**config.mk**
```make
export PLATFORM = sky130hd
export DESIGN_NAME = nar_ctrl
export DESIGN_NICKNAME = d
export VERILOG_FILES = /design/src/rtl/nar_pkg.sv /design/src/rtl/nar_ctrl.sv
export SDC_FILE = /design/constraint.sdc
export NUM_CORES = 1
export LEC_CHECK = 0
export BUFFER_PORTS_ARGS = -buffer_cell sky130_fd_sc_hd__buf_4
export CAP_MARGIN = 5
export CORE_AREA = 2 2 69 45
export CTS_BUF_LIST = sky130_fd_sc_hd__clkbuf_8
export CTS_CLUSTER_DIAMETER = 50
export CTS_CLUSTER_SIZE = 30
export DETAILED_ROUTE_END_ITERATION = 6
export DIE_AREA = 0 0 71 47
export PLACE_DENSITY = 0.95
export SLEW_MARGIN = 25
export SYNTH_ARGS = -nofsm -noshare
export SYNTH_HDL_FRONTEND = slang
export SYNTH_SLANG_ARGS = --single-unit
```
**constraint.sdc**
```tcl
create_clock -name clk -period 4.7 [get_ports clk]
set_clock_uncertainty 0.15 [all_clocks]
set_input_delay 0 -clock clk [delete_from_list [all_inputs] [get_ports clk]]
set_output_delay 0 -clock clk [all_outputs]
set_load 0.005 [all_outputs]
```
**src/rtl/nar_pkg.sv**
```systemverilog
package nar_pkg;

  localparam int MEM_BYTES  = 1024;
  localparam int USER_START = 16;
  localparam int USER_END   = 520;
  localparam int PKG_BYTES  = 256;

  localparam int MEM_AW = $clog2(MEM_BYTES);
  localparam int PKG_AW = $clog2(PKG_BYTES);
  localparam int OFF_W  = 18;
  localparam int CUR_W  = 34;
  localparam int TOT_W  = 13;
  localparam int NLEN_W = 17;

  localparam logic [7:0] TLV_NDEF = 8'h03;
  localparam logic [7:0] TLV_NULL = 8'h00;
  localparam logic [7:0] TLV_TERM = 8'hFE;
  localparam logic [7:0] LEN_LONG = 8'hFF;
  localparam int FLAG_CF_BIT = 5;
  localparam int FLAG_ME_BIT = 6;
  localparam int FLAG_SR_BIT = 4;
  localparam int FLAG_IL_BIT = 3;
  localparam logic [7:0] AAR_HDR       = 8'h54;
  localparam logic [7:0] TYPE_NAME_LEN = 8'd15;
  localparam logic [7:0] AAR_FIXED_LEN = 8'd18;

  localparam logic [1:0] OP_LOAD_TAG = 2'd0;
  localparam logic [1:0] OP_LOAD_PKG = 2'd1;
  localparam logic [1:0] OP_READ     = 2'd2;
  localparam logic [1:0] OP_INJECT   = 2'd3;

  localparam logic [3:0] ST_OK        = 4'd0;
  localparam logic [3:0] ST_BAD_ARGS  = 4'd1;
  localparam logic [3:0] ST_TERM      = 4'd2;
  localparam logic [3:0] ST_NO_NDEF   = 4'd3;
  localparam logic [3:0] ST_BAD_LEN   = 4'd4;
  localparam logic [3:0] ST_EMPTY     = 4'd5;
  localparam logic [3:0] ST_CHUNKED   = 4'd6;
  localparam logic [3:0] ST_NO_REC    = 4'd7;
  localparam logic [3:0] ST_SHORT_OVF = 4'd8;
  localparam logic [3:0] ST_NO_ROOM   = 4'd9;

  localparam logic [1:0] SRC_OFF  = 2'd0;
  localparam logic [1:0] SRC_CUR  = 2'd1;
  localparam logic [1:0] SRC_LAST = 2'd2;
  localparam logic [1:0] SRC_IN   = 2'd3;

  localparam logic [4:0] ACT_NONE      = 5'd0;
  localparam logic [4:0] ACT_LOADT     = 5'd1;
  localparam logic [4:0] ACT_LOADP     = 5'd2;
  localparam logic [4:0] ACT_RDRES     = 5'd3;
  localparam logic [4:0] ACT_INIT      = 5'd4;
  localparam logic [4:0] ACT_OFF_INC1  = 5'd5;
  localparam logic [4:0] ACT_OFF_SHORT = 5'd6;
  localparam logic [4:0] ACT_HI        = 5'd7;
  localparam logic [4:0] ACT_OFF_LONG  = 5'd8;
  localparam logic [4:0] ACT_MSG_SHORT = 5'd9;
  localparam logic [4:0] ACT_MSG_LONG  = 5'd10;
  localparam logic [4:0] ACT_WALK_INIT = 5'd11;
  localparam logic [4:0] ACT_H         = 5'd12;
  localparam logic [4:0] ACT_TL        = 5'd13;
  localparam logic [4:0] ACT_PL_LOAD   = 5'd14;
  localparam logic [4:0] ACT_PL_SHIFT  = 5'd15;
  localparam logic [4:0] ACT_IDL       = 5'd16;
  localparam logic [4:0] ACT_IDL0      = 5'd17;
  localparam logic [4:0] ACT_NEXT      = 5'd18;
  localparam logic [4:0] ACT_WP_END    = 5'd19;
  localparam logic [4:0] ACT_WR_ME     = 5'd20;
  localparam logic [4:0] ACT_WR_HDR    = 5'd21;
  localparam logic [4:0] ACT_WR_TL     = 5'd22;
  localparam logic [4:0] ACT_WR_PL     = 5'd23;
  localparam logic [4:0] ACT_WR_TYPE   = 5'd24;
  localparam logic [4:0] ACT_WR_PKG    = 5'd25;
  localparam logic [4:0] ACT_WR_TERM   = 5'd26;
  localparam logic [4:0] ACT_WR_LEN1   = 5'd27;
  localparam logic [4:0] ACT_WR_LENH   = 5'd28;
  localparam logic [4:0] ACT_WR_LENL   = 5'd29;

  typedef struct packed {
    logic [1:0] operation;
    logic [9:0] address;
    logic [7:0] data;
    logic [7:0] package_length;
  } item_t;

  typedef struct packed {
    logic        kind;
    logic [7:0]  read_data;
    logic [3:0]  status;
    logic [15:0] new_message_length;
  } result_t;

  typedef struct packed {
    logic [4:0] act;
    logic [1:0] rd_src;
    logic [2:0] rd_k;
    logic       fin;
    logic [3:0] status;
  } cmd_t;

  typedef struct packed {
    logic args_bad;
    logic off_end;
    logic b_ndef;
    logic b_null;
    logic b_term;
    logic b_ff;
    logic b_cf;
    logic len_bad;
    logic msg_empty;
    logic cur_done;
    logic c1_end;
    logic c2_end;
    logic c5_end;
    logic h_sr;
    logic h_il;
    logic h_me;
    logic seen;
    logic short_ovf;
    logic no_room;
    logic hdr_long;
    logic idx_type_last;
    logic idx_pkg_last;
  } stat_t;

  function automatic logic [7:0] aar_char(input logic [3:0] i);
    logic [7:0] c;
    case (i)
      4'd0:    c = "a";
      4'd1:    c = "n";
      4'd2:    c = "d";
      4'd3:    c = "r";
      4'd4:    c = "o";
      4'd5:    c = "i";
      4'd6:    c = "d";
      4'd7:    c = ".";
      4'd8:    c = "c";
      4'd9:    c = "o";
      4'd10:   c = "m";
      4'd11:   c = ":";
      4'd12:   c = "p";
      4'd13:   c = "k";
      4'd14:   c = "g";
      default: c = 8'h00;
    endcase
    return c;
  endfunction

endpackage

```
**src/rtl/nar_ctrl.sv**
```systemverilog
module nar_ctrl import nar_pkg::*; (
  input  logic       clk,
  input  logic       rst,
  input  logic       start,
  input  logic [1:0] operation,
  input  stat_t      stat,
  output cmd_t       cmd,
  output logic       busy
);

  localparam logic [5:0] S_IDLE  = 6'd0;
  localparam logic [5:0] S_RD    = 6'd1;
  localparam logic [5:0] S_ARGS  = 6'd2;
  localparam logic [5:0] S_TCHK  = 6'd3;
  localparam logic [5:0] S_TB0   = 6'd4;
  localparam logic [5:0] S_TB1   = 6'd5;
  localparam logic [5:0] S_TB2   = 6'd6;
  localparam logic [5:0] S_TB3   = 6'd7;
  localparam logic [5:0] S_NB1   = 6'd8;
  localparam logic [5:0] S_NB2   = 6'd9;
  localparam logic [5:0] S_NB3   = 6'd10;
  localparam logic [5:0] S_NCHK  = 6'd11;
  localparam logic [5:0] S_WCHK  = 6'd12;
  localparam logic [5:0] S_WH    = 6'd13;
  localparam logic [5:0] S_WTL   = 6'd14;
  localparam logic [5:0] S_WPS   = 6'd15;
  localparam logic [5:0] S_WP2   = 6'd16;
  localparam logic [5:0] S_WP3   = 6'd17;
  localparam logic [5:0] S_WP4   = 6'd18;
  localparam logic [5:0] S_WP5   = 6'd19;
  localparam logic [5:0] S_WID   = 6'd20;
  localparam logic [5:0] S_WIDD  = 6'd21;
  localparam logic [5:0] S_WNEXT = 6'd22;
  localparam logic [5:0] S_WDONE = 6'd23;
  localparam logic [5:0] S_AMEW  = 6'd24;
  localparam logic [5:0] S_AHDR  = 6'd25;
  localparam logic [5:0] S_ATL   = 6'd26;
  localparam logic [5:0] S_APL   = 6'd27;
  localparam logic [5:0] S_ATYPE = 6'd28;
  localparam logic [5:0] S_APKR  = 6'd29;
  localparam logic [5:0] S_APKW  = 6'd30;
  localparam logic [5:0] S_ATERM = 6'd31;
  localparam logic [5:0] S_ALEN  = 6'd32;
  localparam logic [5:0] S_ALEN2 = 6'd33;

  logic [5:0] state;
  logic [5:0] state_next;

  assign busy = state != S_IDLE;

  always_ff @(posedge clk) begin
    if (rst) begin
      state <= S_IDLE;
    end else begin
      state <= state_next;
    end
  end

  always_comb begin
    state_next = state;
    cmd = '{act: ACT_NONE, rd_src: SRC_OFF, rd_k: 3'd0, fin: 1'b0, status: ST_OK};
    case (state)
      S_IDLE: begin
        cmd.rd_src = SRC_IN;
        if (start) begin
          case (operation)
            OP_LOAD_TAG: cmd.act = ACT_LOADT;
            OP_LOAD_PKG: cmd.act = ACT_LOADP;
            OP_READ:     state_next = S_RD;
            default: begin
              cmd.act = ACT_INIT;
              state_next = S_ARGS;
            end
          endcase
        end
      end
      S_RD: begin
        cmd.act = ACT_RDRES;
        state_next = S_IDLE;
      end
      S_ARGS: begin
        if (stat.args_bad) begin
          cmd.fin = 1'b1;
          cmd.status = ST_BAD_ARGS;
          state_next = S_IDLE;
        end else begin
          state_next = S_TCHK;
        end
      end
      S_TCHK: begin
        if (stat.off_end) begin
          cmd.fin = 1'b1;
          cmd.status = ST_NO_NDEF;
          state_next = S_IDLE;
        end else begin
          state_next = S_TB0;
        end
      end
      S_TB0: begin
        cmd.rd_k = 3'd1;
        if (stat.b_ndef) begin
          state_next = S_NB1;
        end else if (stat.b_null) begin
          cmd.act = ACT_OFF_INC1;
          state_next = S_TCHK;
        end else if (stat.b_term) begin
          cmd.fin = 1'b1;
          cmd.status = ST_TERM;
          state_next = S_IDLE;
        end else begin
          state_next = S_TB1;
        end
      end
      S_TB1: begin
        cmd.rd_k = 3'd2;
        if (stat.b_ff) begin
          state_next = S_TB2;
        end else begin
          cmd.act = ACT_OFF_SHORT;
          state_next = S_TCHK;
        end
      end
      S_TB2: begin
        cmd.act = ACT_HI;
        cmd.rd_k = 3'd3;
        state_next = S_TB3;
      end
      S_TB3: begin
        cmd.act = ACT_OFF_LONG;
        state_next = S_TCHK;
      end
      S_NB1: begin
        cmd.rd_k = 3'd2;
        if (stat.b_ff) begin
          state_next = S_NB2;
        end else begin
          cmd.act = ACT_MSG_SHORT;
          state_next = S_NCHK;
        end
      end
      S_NB2: begin
        cmd.act = ACT_HI;
        cmd.rd_k = 3'd3;
        state_next = S_NB3;
      end
      S_NB3: begin
        cmd.act = ACT_MSG_LONG;
        state_next = S_NCHK;
      end
      S_NCHK: begin
        if (stat.len_bad) begin
          cmd.fin = 1'b1;
          cmd.status = ST_BAD_LEN;
          state_next = S_IDLE;
        end else if (stat.msg_empty) begin
          cmd.fin = 1'b1;
          cmd.status = ST_EMPTY;
          state_next = S_IDLE;
        end else begin
          cmd.act = ACT_WALK_INIT;
          state_next = S_WCHK;
        end
      end
      S_WCHK: begin
        cmd.rd_src = SRC_CUR;
        state_next = stat.cur_done ? S_WDONE : S_WH;
      end
      S_WH: begin
        cmd.act = ACT_H;
        cmd.rd_src = SRC_CUR;
        cmd.rd_k = 3'd1;
        if (stat.b_cf) begin
          cmd.fin = 1'b1;
          cmd.status = ST_CHUNKED;
          state_next = S_IDLE;
        end else begin
          state_next = stat.c1_end ? S_WDONE : S_WTL;
        end
      end
      S_WTL: begin
        cmd.act = ACT_TL;
        cmd.rd_src = SRC_CUR;
        cmd.rd_k = 3'd2;
        if (stat.h_sr) begin
          state_next = stat.c2_end ? S_WDONE : S_WPS;
        end else begin
          state_next = stat.c5_end ? S_WDONE : S_WP2;
        end
      end
      S_WPS: begin
        cmd.act = ACT_PL_LOAD;
        state_next = S_WID;
      end
      S_WP2: begin
        cmd.act = ACT_PL_SHIFT;
        cmd.rd_src = SRC_CUR;
        cmd.rd_k = 3'd3;
        state_next = S_WP3;
      end
      S_WP3: begin
        cmd.act = ACT_PL_SHIFT;
        cmd.rd_src = SRC_CUR;
        cmd.rd_k = 3'd4;
        state_next = S_WP4;
      end
      S_WP4: begin
        cmd.act = ACT_PL_SHIFT;
        cmd.rd_src = SRC_CUR;
        cmd.rd_k = 3'd5;
        state_next = S_WP5;
      end
      S_WP5: begin
        cmd.act = ACT_PL_SHIFT;
        state_next = S_WID;
      end
      S_WID: begin
        cmd.rd_src = SRC_CUR;
        cmd.rd_k = stat.h_sr ? 3'd3 : 3'd6;
        if (stat.h_il) begin
          state_next = S_WIDD;
        end else begin
          cmd.act = ACT_IDL0;
          state_next = S_WNEXT;
        end
      end
      S_WIDD: begin
        cmd.act = ACT_IDL;
        state_next = S_WNEXT;
      end
      S_WNEXT: begin
        cmd.act = ACT_NEXT;
        state_next = stat.h_me ? S_WDONE : S_WCHK;
      end
      S_WDONE: begin
        cmd.rd_src = SRC_LAST;
        if (!stat.seen) begin
          cmd.fin = 1'b1;
          cmd.status = ST_NO_REC;
          state_next = S_IDLE;
        end else if (stat.short_ovf) begin
          cmd.fin = 1'b1;
          cmd.status = ST_SHORT_OVF;
          state_next = S_IDLE;
        end else if (stat.no_room) begin
          cmd.fin = 1'b1;
          cmd.status = ST_NO_ROOM;
          state_next = S_IDLE;
        end else begin
          cmd.act = ACT_WP_END;
          state_next = S_AMEW;
        end
      end
      S_AMEW: begin
        cmd.act = ACT_WR_ME;
        state_next = S_AHDR;
      end
      S_AHDR: begin
        cmd.act = ACT_WR_HDR;
        state_next = S_ATL;
      end
      S_ATL: begin
        cmd.act = ACT_WR_TL;
        state_next = S_APL;
      end
      S_APL: begin
        cmd.act = ACT_WR_PL;
        state_next = S_ATYPE;
      end
      S_ATYPE: begin
        cmd.act = ACT_WR_TYPE;
        if (stat.idx_type_last) begin
          state_next = S_APKR;
        end
      end
      S_APKR: state_next = S_APKW;
      S_APKW: begin
        cmd.act = ACT_WR_PKG;
        state_next = stat.idx_pkg_last ? S_ATERM : S_APKR;
      end
      S_ATERM: begin
        cmd.act = ACT_WR_TERM;
        state_next = S_ALEN;
      end
      S_ALEN: begin
        if (stat.hdr_long) begin
          cmd.act = ACT_WR_LENH;
          state_next = S_ALEN2;
        end else begin
          cmd.act = ACT_WR_LEN1;
          cmd.fin = 1'b1;
          state_next = S_IDLE;
        end
      end
      S_ALEN2: begin
        cmd.act = ACT_WR_LENL;
        cmd.fin = 1'b1;
        state_next = S_IDLE;
      end
      default: state_next = S_IDLE;
    endcase
  end

  a_fin_busy: assert property (@(posedge clk) disable iff (rst)
    cmd.fin |-> busy) else $error("inject finish outside an inject");
  a_load_idle: assert property (@(posedge clk) disable iff (rst)
    (cmd.act == ACT_LOADT || cmd.act == ACT_LOADP) |-> !busy && start)
    else $error("load outside accept");
  a_rd_follows: assert property (@(posedge clk) disable iff (rst)
    (state == S_RD) |-> $past(state == S_IDLE && start && operation == OP_READ))
    else $error("read result without read item");

endmodule
```
# Word-level counts from Yosys, hierarchy flattened
# Cells that the tools add are included.
[word_totals] out_inout_bits=16 register_bits=6 elab_cells=108 inputBits=27
[classes] n_eq_ne=38 reduce_logical=12 n_mux=57
[op_table] op="$pmux W6 S31" count=1
[op_table] op="$pmux W5 S26" count=1
[op_table] op="$mux W5" count=22
[op_table] op="$eq A6 B5 Y1 const B" count=16
[op_table] op="$eq A6 B4 Y1 const B" count=8
[op_table] op="$mux W6" count=7
[op_table] op="$mux W3" count=10
[op_table] op="$eq A6 B3 Y1 const B" count=4
[op_table] op="$pmux W4 S6" count=1
[op_table] op="$mux W4" count=5
[op_table] op="$pmux W3 S6" count=1
[op_table] op="$eq A6 B2 Y1 const B" count=2
[op_table] op="$eq A6 B6 Y1 const B" count=2
[op_table] op="$pmux W6 S2" count=1
[op_table] op="$pmux W3 S3" count=1
[op_table] op="$mux W2" count=4
[op_table] op="$pmux W1 S8" count=1
[op_table] op="$reduce_or A2 Y1" count=4
[op_table] op="$reduce_or A7 Y1" count=1
[op_table] op="$eq A6 B1 Y1 const B" count=1
[op_table] op="$logic_not A6 Y1" count=1
[op_table] op="$ne A2 B2 Y1 const B" count=3
[op_table] op="$pmux W2 S3" count=1
[op_table] op="$reduce_bool A6 Y1" count=1
[op_table] op="7 further kinds" count=8

# Logic depth before layout (Yosys ltp)
[depth] depth_word=5 mapped_depth=7 ltp_nobuf=5

# Least setup slack after synthesis
# OpenSTA, ideal clock, no wires.
[synth_path] kind="reg-to-reg" start="register state[4]" end="register state[0]" stages_incl_launch_ff=7 required_ns=4.473 synth_period_minus_slack_ns=1.918 slack_ns=2.782 arrival_time_ns=1.691 path_cell_list="dfxtp_1 buf_4 or4b_1 buf_2 or3_1 o2111a_1 a41oi_2"
[synth_via] elab_chain_cells=3
[synth_lines] item="start: declaration" line="nar_ctrl.sv:46" text="logic [5:0] state;"
[synth_lines] item="start signal: assignment" line="nar_ctrl.sv:55" text="state <= state_next;"
[synth_lines] item="$eq A6 B5 Y1, or another cell as far along" line="nar_ctrl.sv:62" text="case (state)"
[synth_lines] item="$reduce_or A2 Y1 (no source line) or $ne A2 B2 Y1 (tied branches)"
[synth_lines] item="$pmux W6 S31 or $reduce_and A3 Y1 (tied branches)"
# Several ways; a longest one is shown, not always the timed one.
# A chain may end at the register's enable or synchronous reset.

==> impl_metrics.toml <==
[status]
status = "finished, final reports clean"

[clock_tree]
clock_latency_ns = 0.22
cts_resized = 0
root_buffer = "clkbuf_8"
clock_path_buffers = 2
tritoncts = "done"
cts_buffers = 3
cts_num_sinks = 6
h-tree-depth = 1
clk_pin_slew_ns = 0.04

[critical_path]
cp-end-kind = "primary output"
startpoint_type = "register"
critical_path_class = "register to primary output"
startpoint = "state[5]"
r2r-start = "state[1]"
cp_slowest_cell = "dfxtp_1"
cpPeakStageDelay_ns = 0.95
crit_required_ns = 4.55
arrival_ns = 2.83
cp_cell_sequence = "nand2b_1, nor4b_1, or4_1, or4b_1, buf_4"
crit_fanout = 29

[routing]
remaining_drc_errors = 0
wirelength_mm = 5.53
wl_per_cell_microns = 19.4
ant_nets = 0
drt-initial-drc-count = 292
drtPass1Iterations = 5
viasPerCell = 7.08
dr_total_vias = 2018

[place]
port_buffers = 42
place.gp.congestion = 1.03
place_hpwl_mm = 4.09
placed_cell_area_sq_um = 1760

[cells_and_area]
top_register = "state"
fin_area_sq_um = 1820
diodes = 0
largest_register_ffs = 6
nets = 280
drive_gt1_share_pct = 22.3
top_regs = "state x6"
area_growth_pct = 22.3

[floorplan]
die_w_microns = 71
fp.dieArea_sq_um = 3340
rows = 15
start_util_pct = 54.8
ios = 43
die_h_microns = 47
coreArea_sq_um = 2720

[logic_synthesis]
synth_compound_area_share_pct = 32.4
synthDistinctLibCells = 58
synth_seq_cells = 6
muxShareOfSynthArea_pct = 0.756
async_reset_ff_share_pct = 0
synth_cells = 224
synth_xor_area_share_pct = 1.76
synth-simple-area-share_pct = 49.0
synth_top_family_by_area = "simple AND/OR/NAND/NOR gates"
synth_edf_count = 0
synth_seq_area_share_pct = 8.06
yosys.area_share.adder_pct = 0
synth_fp_nets = 251
syn_area_sq_um = 1490
ys.warnings.count = 0
synth_flop_cell = "dfxtp_1"
synth.avg_cell_area_sq_um = 6.65

[global_route]
grt_pass1_wl_mm = 8.64
grt_pass1_vias = 1686
grt_util_all_layers_pct = 33.7
grt_antenna_before_repair = 0
overflow = 0
grt_max_degree = 37

[power_and_ir_drop]
power.density_nw_per_um2 = 117
irDropWorstVdd_v = 0.0000946
power_leakage_nw = 0.683

[sta]
setup_viol = 0
rsz0062_at_grt = "no"
final-max-slew-violation-count = 0
hold_ws_ns = 0.0901
period_share_pct = 63.3
tightest_slew_ns = 0.966
fin_crit_ns = 2.98
setup_tns_ns = 0
slew_headroom_pct = 35.5
max_freq_mhz = 336
hold_violations = 0

[job]
drv_cap = 0

[worst_hold_path]
hold_path_class = "input pin to register"
min-delay-start = "stat[21]"
==> Yosys cell counts (5+ instances only) <==
master	instances	area [sq um]
inv_1	5	18.8
nor2_1	19	71.3
dfxtp_1	6	120
nor2b_1	7	43.8
nand3_1	10	50.1
nand2_1	11	41.3
o21ai_0	12	60.1
and2_1	5	31.3
and3_1	5	31.3
buf_2	8	40.0
clkbuf_1	10	37.5
a21oi_1	11	55.1
nand2b_1	10	62.6
a211oi_1	6	45.0
nor4_1	5	31.3
nand3b_1	6	45.0
nor3_1	9	45.0
==> routing by layer <==
layer	routed length, microns	vias up	global-route usage (%)	part of all wire [%]
li1	-	925	-	-
met1	2260	909	46.4	41
met2	2240	171	50.7	40
met3	970	13	14.8	18
met4	68	0	3.77	1.2
met5	0	-	0	0
==> critical path, delay by kind of cell, from the launching register on <==
kind                   cells  cell delay (ns)
buffers and inverters      1             0.15
flip-flops                 1             0.95
AND/OR/NAND/NOR            4             1.51
==> where the power goes <==
part	total, mW	switching [mW]	internal [mW]
Clock	0.0759	0.0209	0.0549
Combinational	0.0762	0.0349	0.0412
Sequential	0.0620	0.00953	0.0525
Total	0.214	0.0654	0.149
==> worst paths after layout <==
kind,depth (start not counted),slack (ns),end
setup / recovery,5,1.72,cmd[11]
setup reg to reg,4,2.04,state[2]
hold / removal,4,0.09,state[1]
hold reg to reg,2,0.65,state[5]
==> kinds of logic (layout without fill, tap and decap cells) <==
kind of cell,count (synthesis),count (layout)
compound gates,67,67
flops,6,6
buf+inv,27,54
simple gates,120,120
xor+xnor,3,3
mux,1,1
==> through the flow <==
step	total power [mW]	worst slack, ns	util, %	cells
finish	0.214	1.72	67.0	285
global route	0.228	1.60	67.0	285
CTS	0.214	1.71	66.9	285
detailed placement	0.135	1.94	64.6	280
global placement	0.135	2.04	64.6	280
floorplan	0.0945	2.78	-	224
==> area by class of cell <==
type                            count  area, sq um
Multi-Input combinational cell    191         1250
Fill cell                         255          898
Timing Repair Buffer               45          343
Sequential cell                     6          123
Tap cell                           34         42.5
Clock buffer                        3         41.3
Inverter                            6         22.5
==> placed cells by master, fill, tap and decap left out, types with 6 or more instances in the layout <==
cell,n
nand3_1,10
nand2b_1,10
nand2_1,11
a21oi_1,11
a211oi_1,6
o21ai_0,12
nor2b_1,7
nand3b_1,6
nor2_1,19
nor3_1,9
buf_4,43
==> repair_timing <==
action	in CTS	in global routing
hold endpoints to repair	4	0
hold buffers	2	0
buffers inserted	0	0
No activity file was read; power rests on OpenSTA's default activity.
